===== src/rtl/core/spdc_pkg.sv =====
// Shared types, codes and the CRC-8 byte step for the serial packet deframer.
// No dependencies; imported by every module of the core.
`default_nettype none

package spdc_pkg;

  // Result kinds
  localparam logic [1:0] KIND_PAYLOAD = 2'd0;
  localparam logic [1:0] KIND_ACCEPT  = 2'd1;
  localparam logic [1:0] KIND_REJECT  = 2'd2;

  // Frame phases
  localparam logic [1:0] PH_SYNC    = 2'd0;
  localparam logic [1:0] PH_LEN     = 2'd1;
  localparam logic [1:0] PH_PAYLOAD = 2'd2;
  localparam logic [1:0] PH_CHECK   = 2'd3;

  // Configuration register indexes
  localparam logic [1:0] CFG_SYNC_BYTE     = 2'd0;
  localparam logic [1:0] CFG_START_COMMAND = 2'd1;
  localparam logic [1:0] CFG_ECHO_COMMAND  = 2'd2;

  localparam logic [7:0]  SYNC_RESET  = 8'h5a;
  localparam logic [7:0]  START_RESET = 8'hf0;
  localparam logic [7:0]  ECHO_RESET  = 8'h45;
  localparam logic [7:0]  CRC_POLY    = 8'h9d;
  localparam logic [15:0] ECHO_MAX    = 16'hffff;

  typedef struct packed {
    logic [1:0]  kind;
    logic [7:0]  data;
    logic [7:0]  position;
    logic [7:0]  frame_command;
    logic        ping_on;
    logic [15:0] echo_total;
  } spdc_result_t;

  // One byte of the reflected CRC-8, LSB first
  function automatic logic [7:0] crc8_byte(input logic [7:0] crc_in,
                                           input logic [7:0] dat_in);
    logic [7:0] c;
    logic [7:0] d;
    c = crc_in;
    d = dat_in;
    for (int k = 0; k < 8; k++) begin
      if (c[0] ^ d[0]) begin
        c = c ^ CRC_POLY;
      end
      c = c >> 1;
      d = d >> 1;
    end
    return c;
  endfunction

endpackage

`default_nettype wire


===== src/rtl/core/serial_packet_deframer_crc8_core.sv =====
// Top level of the serial packet deframer; instantiates spdc_frame_fsm and
// spdc_out_stage, uses spdc_pkg.
`default_nettype none

// Deframes a byte stream: waits for the sync byte, reads a length byte, then
// that many payload bytes and a CRC-8 check byte (poly 0x9d reflected, seed
// zero, over length and payload). Each payload byte yields one result; the
// check byte yields an accepted or rejected result; sync, length and idle
// bytes yield none. Throughput is one byte per clock while the output is not
// stalled: a byte waits in the input register, is processed by the
// combinational frame logic and lands in the result register. The input side
// stalls only when the result register is full and stalled. Configuration
// writes must happen while no transaction is in flight.
module serial_packet_deframer_crc8_core (
  input  wire logic        clk,
  input  wire logic        rst_n,
  input  wire logic        cfg_wr_en,
  input  wire logic [1:0]  cfg_index,
  input  wire logic [7:0]  cfg_wdata,
  input  wire logic        in_valid,
  output logic             in_stall,
  input  wire logic [7:0]  in_rx_byte,
  output logic             out_valid,
  input  wire logic        out_stall,
  output logic [1:0]       out_kind,
  output logic [7:0]       out_data,
  output logic [7:0]       out_position,
  output logic [7:0]       out_frame_command,
  output logic             out_ping_on,
  output logic [15:0]      out_echo_total
);
  import spdc_pkg::*;

  logic         in_valid_r, in_valid_nxt;
  logic [7:0]   in_byte_r;
  logic         can_take, fire, in_accept;
  logic         res_valid;
  spdc_result_t res, out_res;

  // Input register
  assign fire      = in_valid_r && can_take;
  assign in_stall  = in_valid_r && !can_take;
  assign in_accept = in_valid && !in_stall;

  always_comb begin
    in_valid_nxt = in_valid_r;
    if (in_accept) begin
      in_valid_nxt = 1'b1;
    end else if (fire) begin
      in_valid_nxt = 1'b0;
    end
  end

  always_ff @(posedge clk) begin
    if (!rst_n) begin
      in_valid_r <= 1'b0;
    end else begin
      in_valid_r <= in_valid_nxt;
    end
  end

  always_ff @(posedge clk) begin
    if (in_accept) begin
      in_byte_r <= in_rx_byte;
    end
  end

  spdc_frame_fsm u_fsm (
    .clk       (clk),
    .rst_n     (rst_n),
    .cfg_wr_en (cfg_wr_en),
    .cfg_index (cfg_index),
    .cfg_wdata (cfg_wdata),
    .step_en   (fire),
    .step_byte (in_byte_r),
    .res_valid (res_valid),
    .res       (res)
  );

  spdc_out_stage u_out (
    .clk       (clk),
    .rst_n     (rst_n),
    .load      (fire),
    .res_valid (res_valid),
    .res       (res),
    .out_stall (out_stall),
    .can_take  (can_take),
    .out_valid (out_valid),
    .out_res   (out_res)
  );

  assign out_kind          = out_res.kind;
  assign out_data          = out_res.data;
  assign out_position      = out_res.position;
  assign out_frame_command = out_res.frame_command;
  assign out_ping_on       = out_res.ping_on;
  assign out_echo_total    = out_res.echo_total;

  // A processed byte that produces a result shows up on the output next cycle
  a_res_loaded: assert property (@(posedge clk) disable iff (!rst_n)
    fire && res_valid |=> out_valid)
    else $error("result of a processed byte was not registered");

  // A held input byte is never dropped while waiting for the output
  a_in_held: assert property (@(posedge clk) disable iff (!rst_n)
    in_valid_r && !fire |=> in_valid_r)
    else $error("pending input transaction lost");

  // Results carry only defined kinds
  a_kind_legal: assert property (@(posedge clk) disable iff (!rst_n)
    out_valid |-> (out_kind == KIND_PAYLOAD || out_kind == KIND_ACCEPT ||
                   out_kind == KIND_REJECT))
    else $error("undefined result kind");

endmodule

`default_nettype wire


===== src/rtl/core/spdc_frame_fsm.sv =====
// Frame state machine: sync/length/payload/check tracking, CRC, ping/echo
// bookkeeping and the configuration registers. Depends on spdc_pkg.
`default_nettype none

module spdc_frame_fsm (
  input  wire logic                 clk,
  input  wire logic                 rst_n,
  input  wire logic                 cfg_wr_en,
  input  wire logic [1:0]           cfg_index,
  input  wire logic [7:0]           cfg_wdata,
  input  wire logic                 step_en,
  input  wire logic [7:0]           step_byte,
  output logic                      res_valid,
  output spdc_pkg::spdc_result_t    res
);
  import spdc_pkg::*;

  logic [7:0]  sync_byte_r, start_cmd_r, echo_cmd_r;
  logic [1:0]  phase_r, phase_nxt;
  logic [7:0]  bytes_left_r, bytes_left_nxt;
  logic [7:0]  crc_r, crc_nxt;
  logic [7:0]  byte_idx_r, byte_idx_nxt;
  logic [7:0]  cmd_r, cmd_nxt;
  logic        ping_r, ping_nxt;
  logic [15:0] echo_r, echo_nxt;
  logic [7:0]  crc_step;

  // CRC over the current byte, seeded with zero on the length byte
  assign crc_step = crc8_byte((phase_r == PH_LEN) ? 8'd0 : crc_r, step_byte);

  // Next-state logic
  always_comb begin
    phase_nxt      = phase_r;
    bytes_left_nxt = bytes_left_r;
    crc_nxt        = crc_r;
    byte_idx_nxt   = byte_idx_r;
    cmd_nxt        = cmd_r;
    ping_nxt       = ping_r;
    echo_nxt       = echo_r;
    res_valid      = 1'b0;
    res.kind       = KIND_PAYLOAD;
    res.data       = step_byte;
    res.position   = 8'd0;
    unique case (phase_r)
      PH_SYNC: begin
        if (step_byte == sync_byte_r) begin
          phase_nxt = PH_LEN;
        end
      end
      PH_LEN: begin
        if (step_byte == 8'd0) begin
          phase_nxt = PH_SYNC;
        end else begin
          bytes_left_nxt = step_byte;
          crc_nxt        = crc_step;
          byte_idx_nxt   = 8'd0;
          phase_nxt      = PH_PAYLOAD;
        end
      end
      PH_PAYLOAD: begin
        crc_nxt        = crc_step;
        byte_idx_nxt   = byte_idx_r + 8'd1;
        bytes_left_nxt = bytes_left_r - 8'd1;
        if (byte_idx_r == 8'd0) begin
          cmd_nxt = step_byte;
        end
        if (bytes_left_r == 8'd1) begin
          phase_nxt = PH_CHECK;
        end
        res_valid    = 1'b1;
        res.position = byte_idx_r;
      end
      PH_CHECK: begin
        phase_nxt = PH_SYNC;
        res_valid = 1'b1;
        if (crc_r == step_byte) begin
          res.kind = KIND_ACCEPT;
          if (cmd_r == start_cmd_r && !ping_r) begin
            ping_nxt = 1'b1;
            echo_nxt = 16'd0;
          end else if (ping_r && cmd_r == echo_cmd_r && echo_r != ECHO_MAX) begin
            echo_nxt = echo_r + 16'd1;
          end
        end else begin
          res.kind = KIND_REJECT;
        end
      end
      default: phase_nxt = PH_SYNC;
    endcase
    // Reported status reflects the state after this byte
    res.frame_command = cmd_nxt;
    res.ping_on       = ping_nxt;
    res.echo_total    = echo_nxt;
  end

  // Frame state registers
  always_ff @(posedge clk) begin
    if (!rst_n) begin
      phase_r      <= PH_SYNC;
      bytes_left_r <= 8'd0;
      crc_r        <= 8'd0;
      byte_idx_r   <= 8'd0;
      cmd_r        <= 8'd0;
      ping_r       <= 1'b0;
      echo_r       <= 16'd0;
    end else if (step_en) begin
      phase_r      <= phase_nxt;
      bytes_left_r <= bytes_left_nxt;
      crc_r        <= crc_nxt;
      byte_idx_r   <= byte_idx_nxt;
      cmd_r        <= cmd_nxt;
      ping_r       <= ping_nxt;
      echo_r       <= echo_nxt;
    end
  end

  // Configuration registers; index 3 is ignored
  always_ff @(posedge clk) begin
    if (!rst_n) begin
      sync_byte_r <= SYNC_RESET;
      start_cmd_r <= START_RESET;
      echo_cmd_r  <= ECHO_RESET;
    end else if (cfg_wr_en) begin
      unique case (cfg_index)
        CFG_SYNC_BYTE:     sync_byte_r <= cfg_wdata;
        CFG_START_COMMAND: start_cmd_r <= cfg_wdata;
        CFG_ECHO_COMMAND:  echo_cmd_r  <= cfg_wdata;
        default: ;
      endcase
    end
  end

endmodule

`default_nettype wire


===== src/rtl/core/spdc_out_stage.sv =====
// Result register with valid/stall handshake toward the consumer.
// Depends on spdc_pkg for the result struct.
`default_nettype none

module spdc_out_stage (
  input  wire logic                 clk,
  input  wire logic                 rst_n,
  input  wire logic                 load,
  input  wire logic                 res_valid,
  input  wire spdc_pkg::spdc_result_t res,
  input  wire logic                 out_stall,
  output logic                      can_take,
  output logic                      out_valid,
  output spdc_pkg::spdc_result_t    out_res
);
  import spdc_pkg::*;

  logic         valid_r, valid_nxt;
  spdc_result_t res_r;

  // Register is free when empty or being drained this cycle
  assign can_take = !valid_r || !out_stall;

  always_comb begin
    valid_nxt = valid_r;
    if (load) begin
      valid_nxt = res_valid;
    end else if (valid_r && !out_stall) begin
      valid_nxt = 1'b0;
    end
  end

  always_ff @(posedge clk) begin
    if (!rst_n) begin
      valid_r <= 1'b0;
    end else begin
      valid_r <= valid_nxt;
    end
  end

  // Payload holds while stalled
  always_ff @(posedge clk) begin
    if (load && res_valid) begin
      res_r <= res;
    end
  end

  assign out_valid = valid_r;
  assign out_res   = res_r;

endmodule

`default_nettype wire

===== config.mk =====
export PLATFORM = sky130hd
export DESIGN_NAME = serial_packet_deframer_crc8_core
export DESIGN_NICKNAME = d
export VERILOG_FILES = /design/src/rtl/core/spdc_pkg.sv /design/src/rtl/core/serial_packet_deframer_crc8_core.sv /design/src/rtl/core/spdc_frame_fsm.sv /design/src/rtl/core/spdc_out_stage.sv
export SDC_FILE = /design/constraint.sdc
export NUM_CORES = 1
export LEC_CHECK = 0
export BUFFER_PORTS_ARGS = -buffer_cell sky130_fd_sc_hd__buf_2
export CAP_MARGIN = 10
export CORE_MARGIN = 2
export CORE_UTILIZATION = 30
export DETAILED_ROUTE_END_ITERATION = 16
export PLACE_DENSITY = 0.45
export SLEW_MARGIN = 5
export SYNTH_ARGS = -nofsm -noshare
export SYNTH_HDL_FRONTEND = slang
export SYNTH_HIERARCHICAL = 1
export SYNTH_SLANG_ARGS = --single-unit

===== constraint.sdc =====
create_clock -name clk -period 2.4 [get_ports clk]
set_clock_uncertainty 0.05 [all_clocks]
set_input_delay 0.48 -clock clk [delete_from_list [all_inputs] [get_ports clk]]
set_output_delay 0.48 -clock clk [all_outputs]
set_load 0.02 [all_outputs]

; ---- Yosys cells after proc, flatten, opt, wreduce, memory -nomap -nowiden
; Index checks and enable logic that the tools add are counted.
; Widths: inputs -> output; s select.
[word_totals]
ff_bits = 128
latch_bits = 0
ramBits = 0
mem_bits_ro = 0
out_inout_bits = 45
memories = 0
[op_classes]
n_addsub = 3
n_mul = 0
n_div = 0
order_cmp = 0
n_eq_ne = 14
shifts = 0
mux = 34
bitwise = 16
n_reduce_logical = 27
[op_table]
columns = op, count
row1 = $mux 8, 14
row2 = $mux 16, 4
row3 = $pmux 8 s2, 3
row4 = $not 4->5, 7
row5 = $eq 8x8->1, 4
row6 = $add 16x1->16 const B, 1
row7 = $logic_not 8->1, 2
row8 = $ne 16x16->1 const B, 1
row9 = $add 8x1->8 const B, 1
row10 = $eq 8x1->1 const B, 1
row11 = $logic_and 1x1->1, 8
row12 = $mux 1, 8
row13 = $mux 2, 4
row14 = $pmux 2 s4, 1
row15 = $sub 8x1->8 const B, 1
row16 = $xor 1x1->1, 8
row17 = $eq 2x2->1 const B, 3
row18 = $reduce_and 2->1, 3
row19 = $reduce_and 3->1, 2
row20 = $reduce_bool 2->1, 3
row21 = $logic_not 1->1, 5
row22 = $not 5->5, 1
row23 = $eq 2x1->1 const B, 2
row24 = $logic_not 2->1, 2
row25 = 4 further kinds, 5

; ---- Longest topological paths before layout
[logic_depth]
ltp_word = 20
mapped_depth = 8
ltp_nobuf = 8

; ---- Cells and area by module
; The synthesis kept the hierarchy.
[modules_own_cells]
columns = module, instances, cells_each, area_per_inst_um2, seq_area_each_um2
row1 = spdc_frame_fsm, 1, 605, 4763.3, 1481.4
row2 = spdc_out_stage, 1, 48, 1345.0, 1311.3
row3 = serial_packet_deframer_crc8_core, 1, 13, 294.0, 260.2

; ---- Least setup slack after synthesis
; No wires, ideal clock.
[synth_timing]
path_type = register to register
from = register in_byte_r[6]
to = register u_out.res_r (netlist bit u_out/out_res[5]), data pin
arrival_ns = 2.287
t_required_ns = 2.090
slack_ns = -0.197
path_stages_with_launch = 9
n_path_buf = 2
period_less_slack_ns = 2.597
cell_sequence = edfxtp_1 clkbuf_1 xor2_1 or4_4 or2_1 clkbuf_1 nor4_1 o21ai_0 mux2_2
[synth_rtl]
columns = element, line_no
row1 = from (decl), serial_packet_deframer_crc8_core.sv:35  ; logic [7:0] in_byte_r;
row2 = from (signal assigned), serial_packet_deframer_crc8_core.sv:64  ; in_byte_r <= in_rx_byte;
row3 = to (signal assigned), spdc_out_stage.sv:44  ; res_r <= res;
row4 = to (decl), spdc_out_stage.sv:19  ; spdc_result_t res_r;

; ---- Final worst setup path
[layout_timing]
from = register in_byte_r[1]
to = register u_fsm.echo_r[9]
[layout_via]
elab_chain_len = 3
[layout_rtl]
columns = element, line_no
row1 = $eq 8x8->1, spdc_frame_fsm.sv:76  ; if (crc_r == step_byte) begin
row2 = $mux 16, spdc_frame_fsm.sv:76
row3 = $mux 16, spdc_frame_fsm.sv:44  ; unique case (phase_r)
row4 = to (signal assigned), spdc_frame_fsm.sv:113  ; echo_r <= echo_nxt;
row5 = to (decl), spdc_frame_fsm.sv:25  ; logic [15:0] echo_r, echo_nxt;
; Every way passes these cells.
; A chain may end at the register's enable or synchronous reset.

==> metrics.csv <==
metric;value;unit
final hold slack;182;ps
cell total after placement;1053;
CTS sink cnt;127;
Worst Hold Class;in -> reg;
filler cell count;2110;
setup TNS;-91.8;ps
gate count after technology mapping;666;
P&R area growth vs syn;30.5;%
Post-Route Utilization;0.399;
most frequent cells in the layout;101 x buf_4, 75 x dfxtp_1, 67 x buf_2, 61 x nor2_1, 59 x nand2_1;
clock root cell;clkbuf_16;
Overall Power;5.18;mW
syn nets;694;
vias in the first global route;5383;
core footprint;0.0210;sq mm
sw frac;0.238;
initial antenna violation count;0;
sw power;1.23;mW
crit path capture type;register;
critical path's slowest cell;or4_4;
Die X;150;um
global placement routability congestion;0.884;
Pleak;3.25;nW
wire length per cell;18.0;um
Seq pwr share;0.443;
met3 wire len;889;um
maximum clock rate;0.408;GHz
worst reg2reg path depth;6;
WHS Path Cells;1;
Setup crit start kind;register;
design area;0.00835;sq mm
ys flop type;dfxtp_1;
share of total power in the clock network;0.484;
Final nets;827;
area occupied by multi-input gates;0.00323;sq mm
reg2reg setup slack;-50;ps
Clock Path Buffers;2;
total grt overflow;0;
clock latency on the worst-skew pair;430;ps
number of synthesized flops with an enable pin;51;
DRT iter0 DRCs;354;
row cnt;53;
Register Area;0.00305;sq mm
Port Buf Inserts;67;
Final Cycle Share;1.02;
pin slew with the least headroom to its limit;649;ps
leading cell type in the layout, fill and taps excluded;buf_4;
Crit Reg-Reg Endpoint;u_fsm/echo_r[9];
first-pass GRT wire length;30.3;mm
CTS tree;yes;
Async S/R FF share, synth;0;
fin crit period;2450;ps
crit-path max cell delay;540;ps
reg2reg start;in_byte_r[1];
Total Die Area;0.0225;sq mm
WL met2;9.55;mm
All-Layer GR Usage;0.179;
CP required;2700;ps
number of synthesized register bits;127;
final hold violation count;0;
Hold Startpoint;in_rx_byte[5];
ANT cells;0;
Setup Viol. Count Final;2;
vias per cell;5.06;
failing checks;setup timing;
Netlist Area Pre-Place;0.00640;sq mm
yosys warns;6;
critical path peak fanout;4;
Worst Hold Endpoint;in_byte_r[5];
crit path cell chain;xor2_1 -> or4_4 -> or2_4 -> or3_4 -> or4b_1 -> a31oi_1;
Slew Viols, Final;0;
H-tree levels;4;
MaxCap Viol Count;0;
combinational power share;0.072;
pwr dens;620;mW/mm^2
via count;5497;
wire length on met1;8.87;mm
Placed Instance Area;0.00760;sq mm
Chip Height;150;um
Synth Area per Inst;9.61;sq um
Post-Route WL;19.5;mm
Top Metal Used;met4;
layout cell share with drive strength beyond 1;0.303;
IO Count;68;
Crit Path Category;reg -> reg;
HPWL after detailed placement;14.3;mm
peak supply drop;0.000450;V
internal power;3.94;mW
register area share after synthesis;0.477;
DRT Pass-1 Iters;7;
Slew HR;0.566;
Unique masters post-synth;59;
RSZ-0062 raised after global routing;yes;
pin count of the biggest net entering global routing;41;
Setup WS post-layout;-53.7;ps
Clock transition at path regs;60;ps
critical path arrival;2760;ps
CTS buffer count;17;
fin cells;1087;
Remaining DRCs;0;
antenna-violating nets left;0;
initial core utilization;0.306;
DP Worst Slack;-147;ps
status;finished with violations;
per-layer routing:
metal / track usage / vias up
li1: - / 2641
met1: 0.236 / 2691
met2: 0.293 / 151
met3: 0.0402 / 14
met4: 0.0524 / 0
met5: 0 / -
worst max-delay path, delay by kind of cell (launching register included):
family	cells	cell delay, ps
DFF	1	400
and+or+nand+nor	4	1640
xor gates and xnor gates	1	160
AOI/OAI and AO/OA	1	130
cell type report:
type                       instances  area share
clock inverter                    10     0.00839
inverter                           7     0.00315
clock buffer                      22      0.0607
multi-input combinational        476       0.386
sequential                       127       0.366
tap                              275      0.0412
timing repair buffer             170       0.135
state kept, by name (all words and copies together), names as in the netlist, 7 cells and up, named ones only:
| signal | flops |
|---|---|
| u_fsm/echo_cmd_r | 8 |
| u_out/out_res | 43 |
| u_fsm/cmd_r | 8 |
| u_fsm/byte_idx_r | 8 |
| u_fsm/echo_r | 16 |
| u_fsm/sync_byte_r | 8 |
| u_fsm/bytes_left_r | 8 |
| u_fsm/start_cmd_r | 8 |
| in_byte_r | 8 |
| u_fsm/crc_r | 7 |
worst max-delay path by stage:
stage / to / startpoint
global route: u_fsm/echo_r[9] / in_byte_r[1]
global placement: u_fsm/echo_r[3] / in_byte_r[1]
detailed placement: u_out/out_res[15] / in_byte_r[1]
CTS: u_out/out_res[15] / in_byte_r[1]
floorplan: u_out/out_res[5] / in_byte_r[1]
finish: u_fsm/echo_r[9] / in_byte_r[1]
synthesized netlist by cell type (all sizes together), types with 2 or more instances:
| cell type | n | share of area |
|---|---|---|
| o31ai | 2 | 0.0023 |
| a21oi | 32 | 0.025 |
| mux2i | 36 | 0.056 |
| nor4b | 2 | 0.0027 |
| or4b | 2 | 0.0031 |
| o21ai | 24 | 0.019 |
| o211ai | 2 | 0.0023 |
| a311oi | 6 | 0.0082 |
| mux2 | 9 | 0.016 |
| or3 | 6 | 0.0059 |
| a41oi | 5 | 0.0068 |
| a22oi | 2 | 0.0023 |
| nand2b | 4 | 0.0039 |
| a211oi | 3 | 0.0035 |
| nand3 | 27 | 0.021 |
| o21a | 4 | 0.0047 |
| or2 | 3 | 0.0029 |
| nand3b | 2 | 0.0023 |
| xor2 | 26 | 0.036 |
| ha | 5 | 0.0098 |
| and3 | 7 | 0.0068 |
| xnor2 | 46 | 0.063 |
| and4 | 3 | 0.0041 |
| dfxtp | 76 | 0.24 |
| a31oi | 17 | 0.017 |
| nor2 | 64 | 0.038 |
| nand4 | 17 | 0.017 |
| and2 | 14 | 0.014 |
| nor4 | 12 | 0.012 |
| edfxtp | 51 | 0.24 |
| a21o | 3 | 0.0035 |
| clkbuf | 39 | 0.023 |
| nor2b | 4 | 0.0051 |
| inv | 6 | 0.0035 |
| buf | 17 | 0.018 |
| or4 | 3 | 0.0041 |
| nand2 | 60 | 0.035 |
| nor3 | 13 | 0.010 |
what timing repair did:
action / 4_1_cts / 5_1_grt
endpoints found under the setup margin: 23 / 25
gates resized for setup: 10 / 27
pin swaps: 3 / 9
buffers inserted: 1 / 1
endpoints found under the hold margin: 0 / 0
hold buffers: 0 / 0
power groups by stage:
stage	clock network (mW)	registers (mW)	logic, mW
floorplan	0	2.34	0.250
global placement	0	2.34	0.368
detailed placement	0	2.34	0.370
CTS	2.58	2.29	0.374
global route	2.69	2.30	0.408
finish	2.51	2.29	0.375
cell families after synthesis:
kind of cell,count (synthesis),share of synthesized area
mux,45,0.0721
compound gates,106,0.103
flops,127,0.477
xor+xnor,72,0.0985
buf+inv,63,0.0451
simple gates,248,0.194
fa+ha+maj,5,0.00977
(Power assumes the default switching activity.)
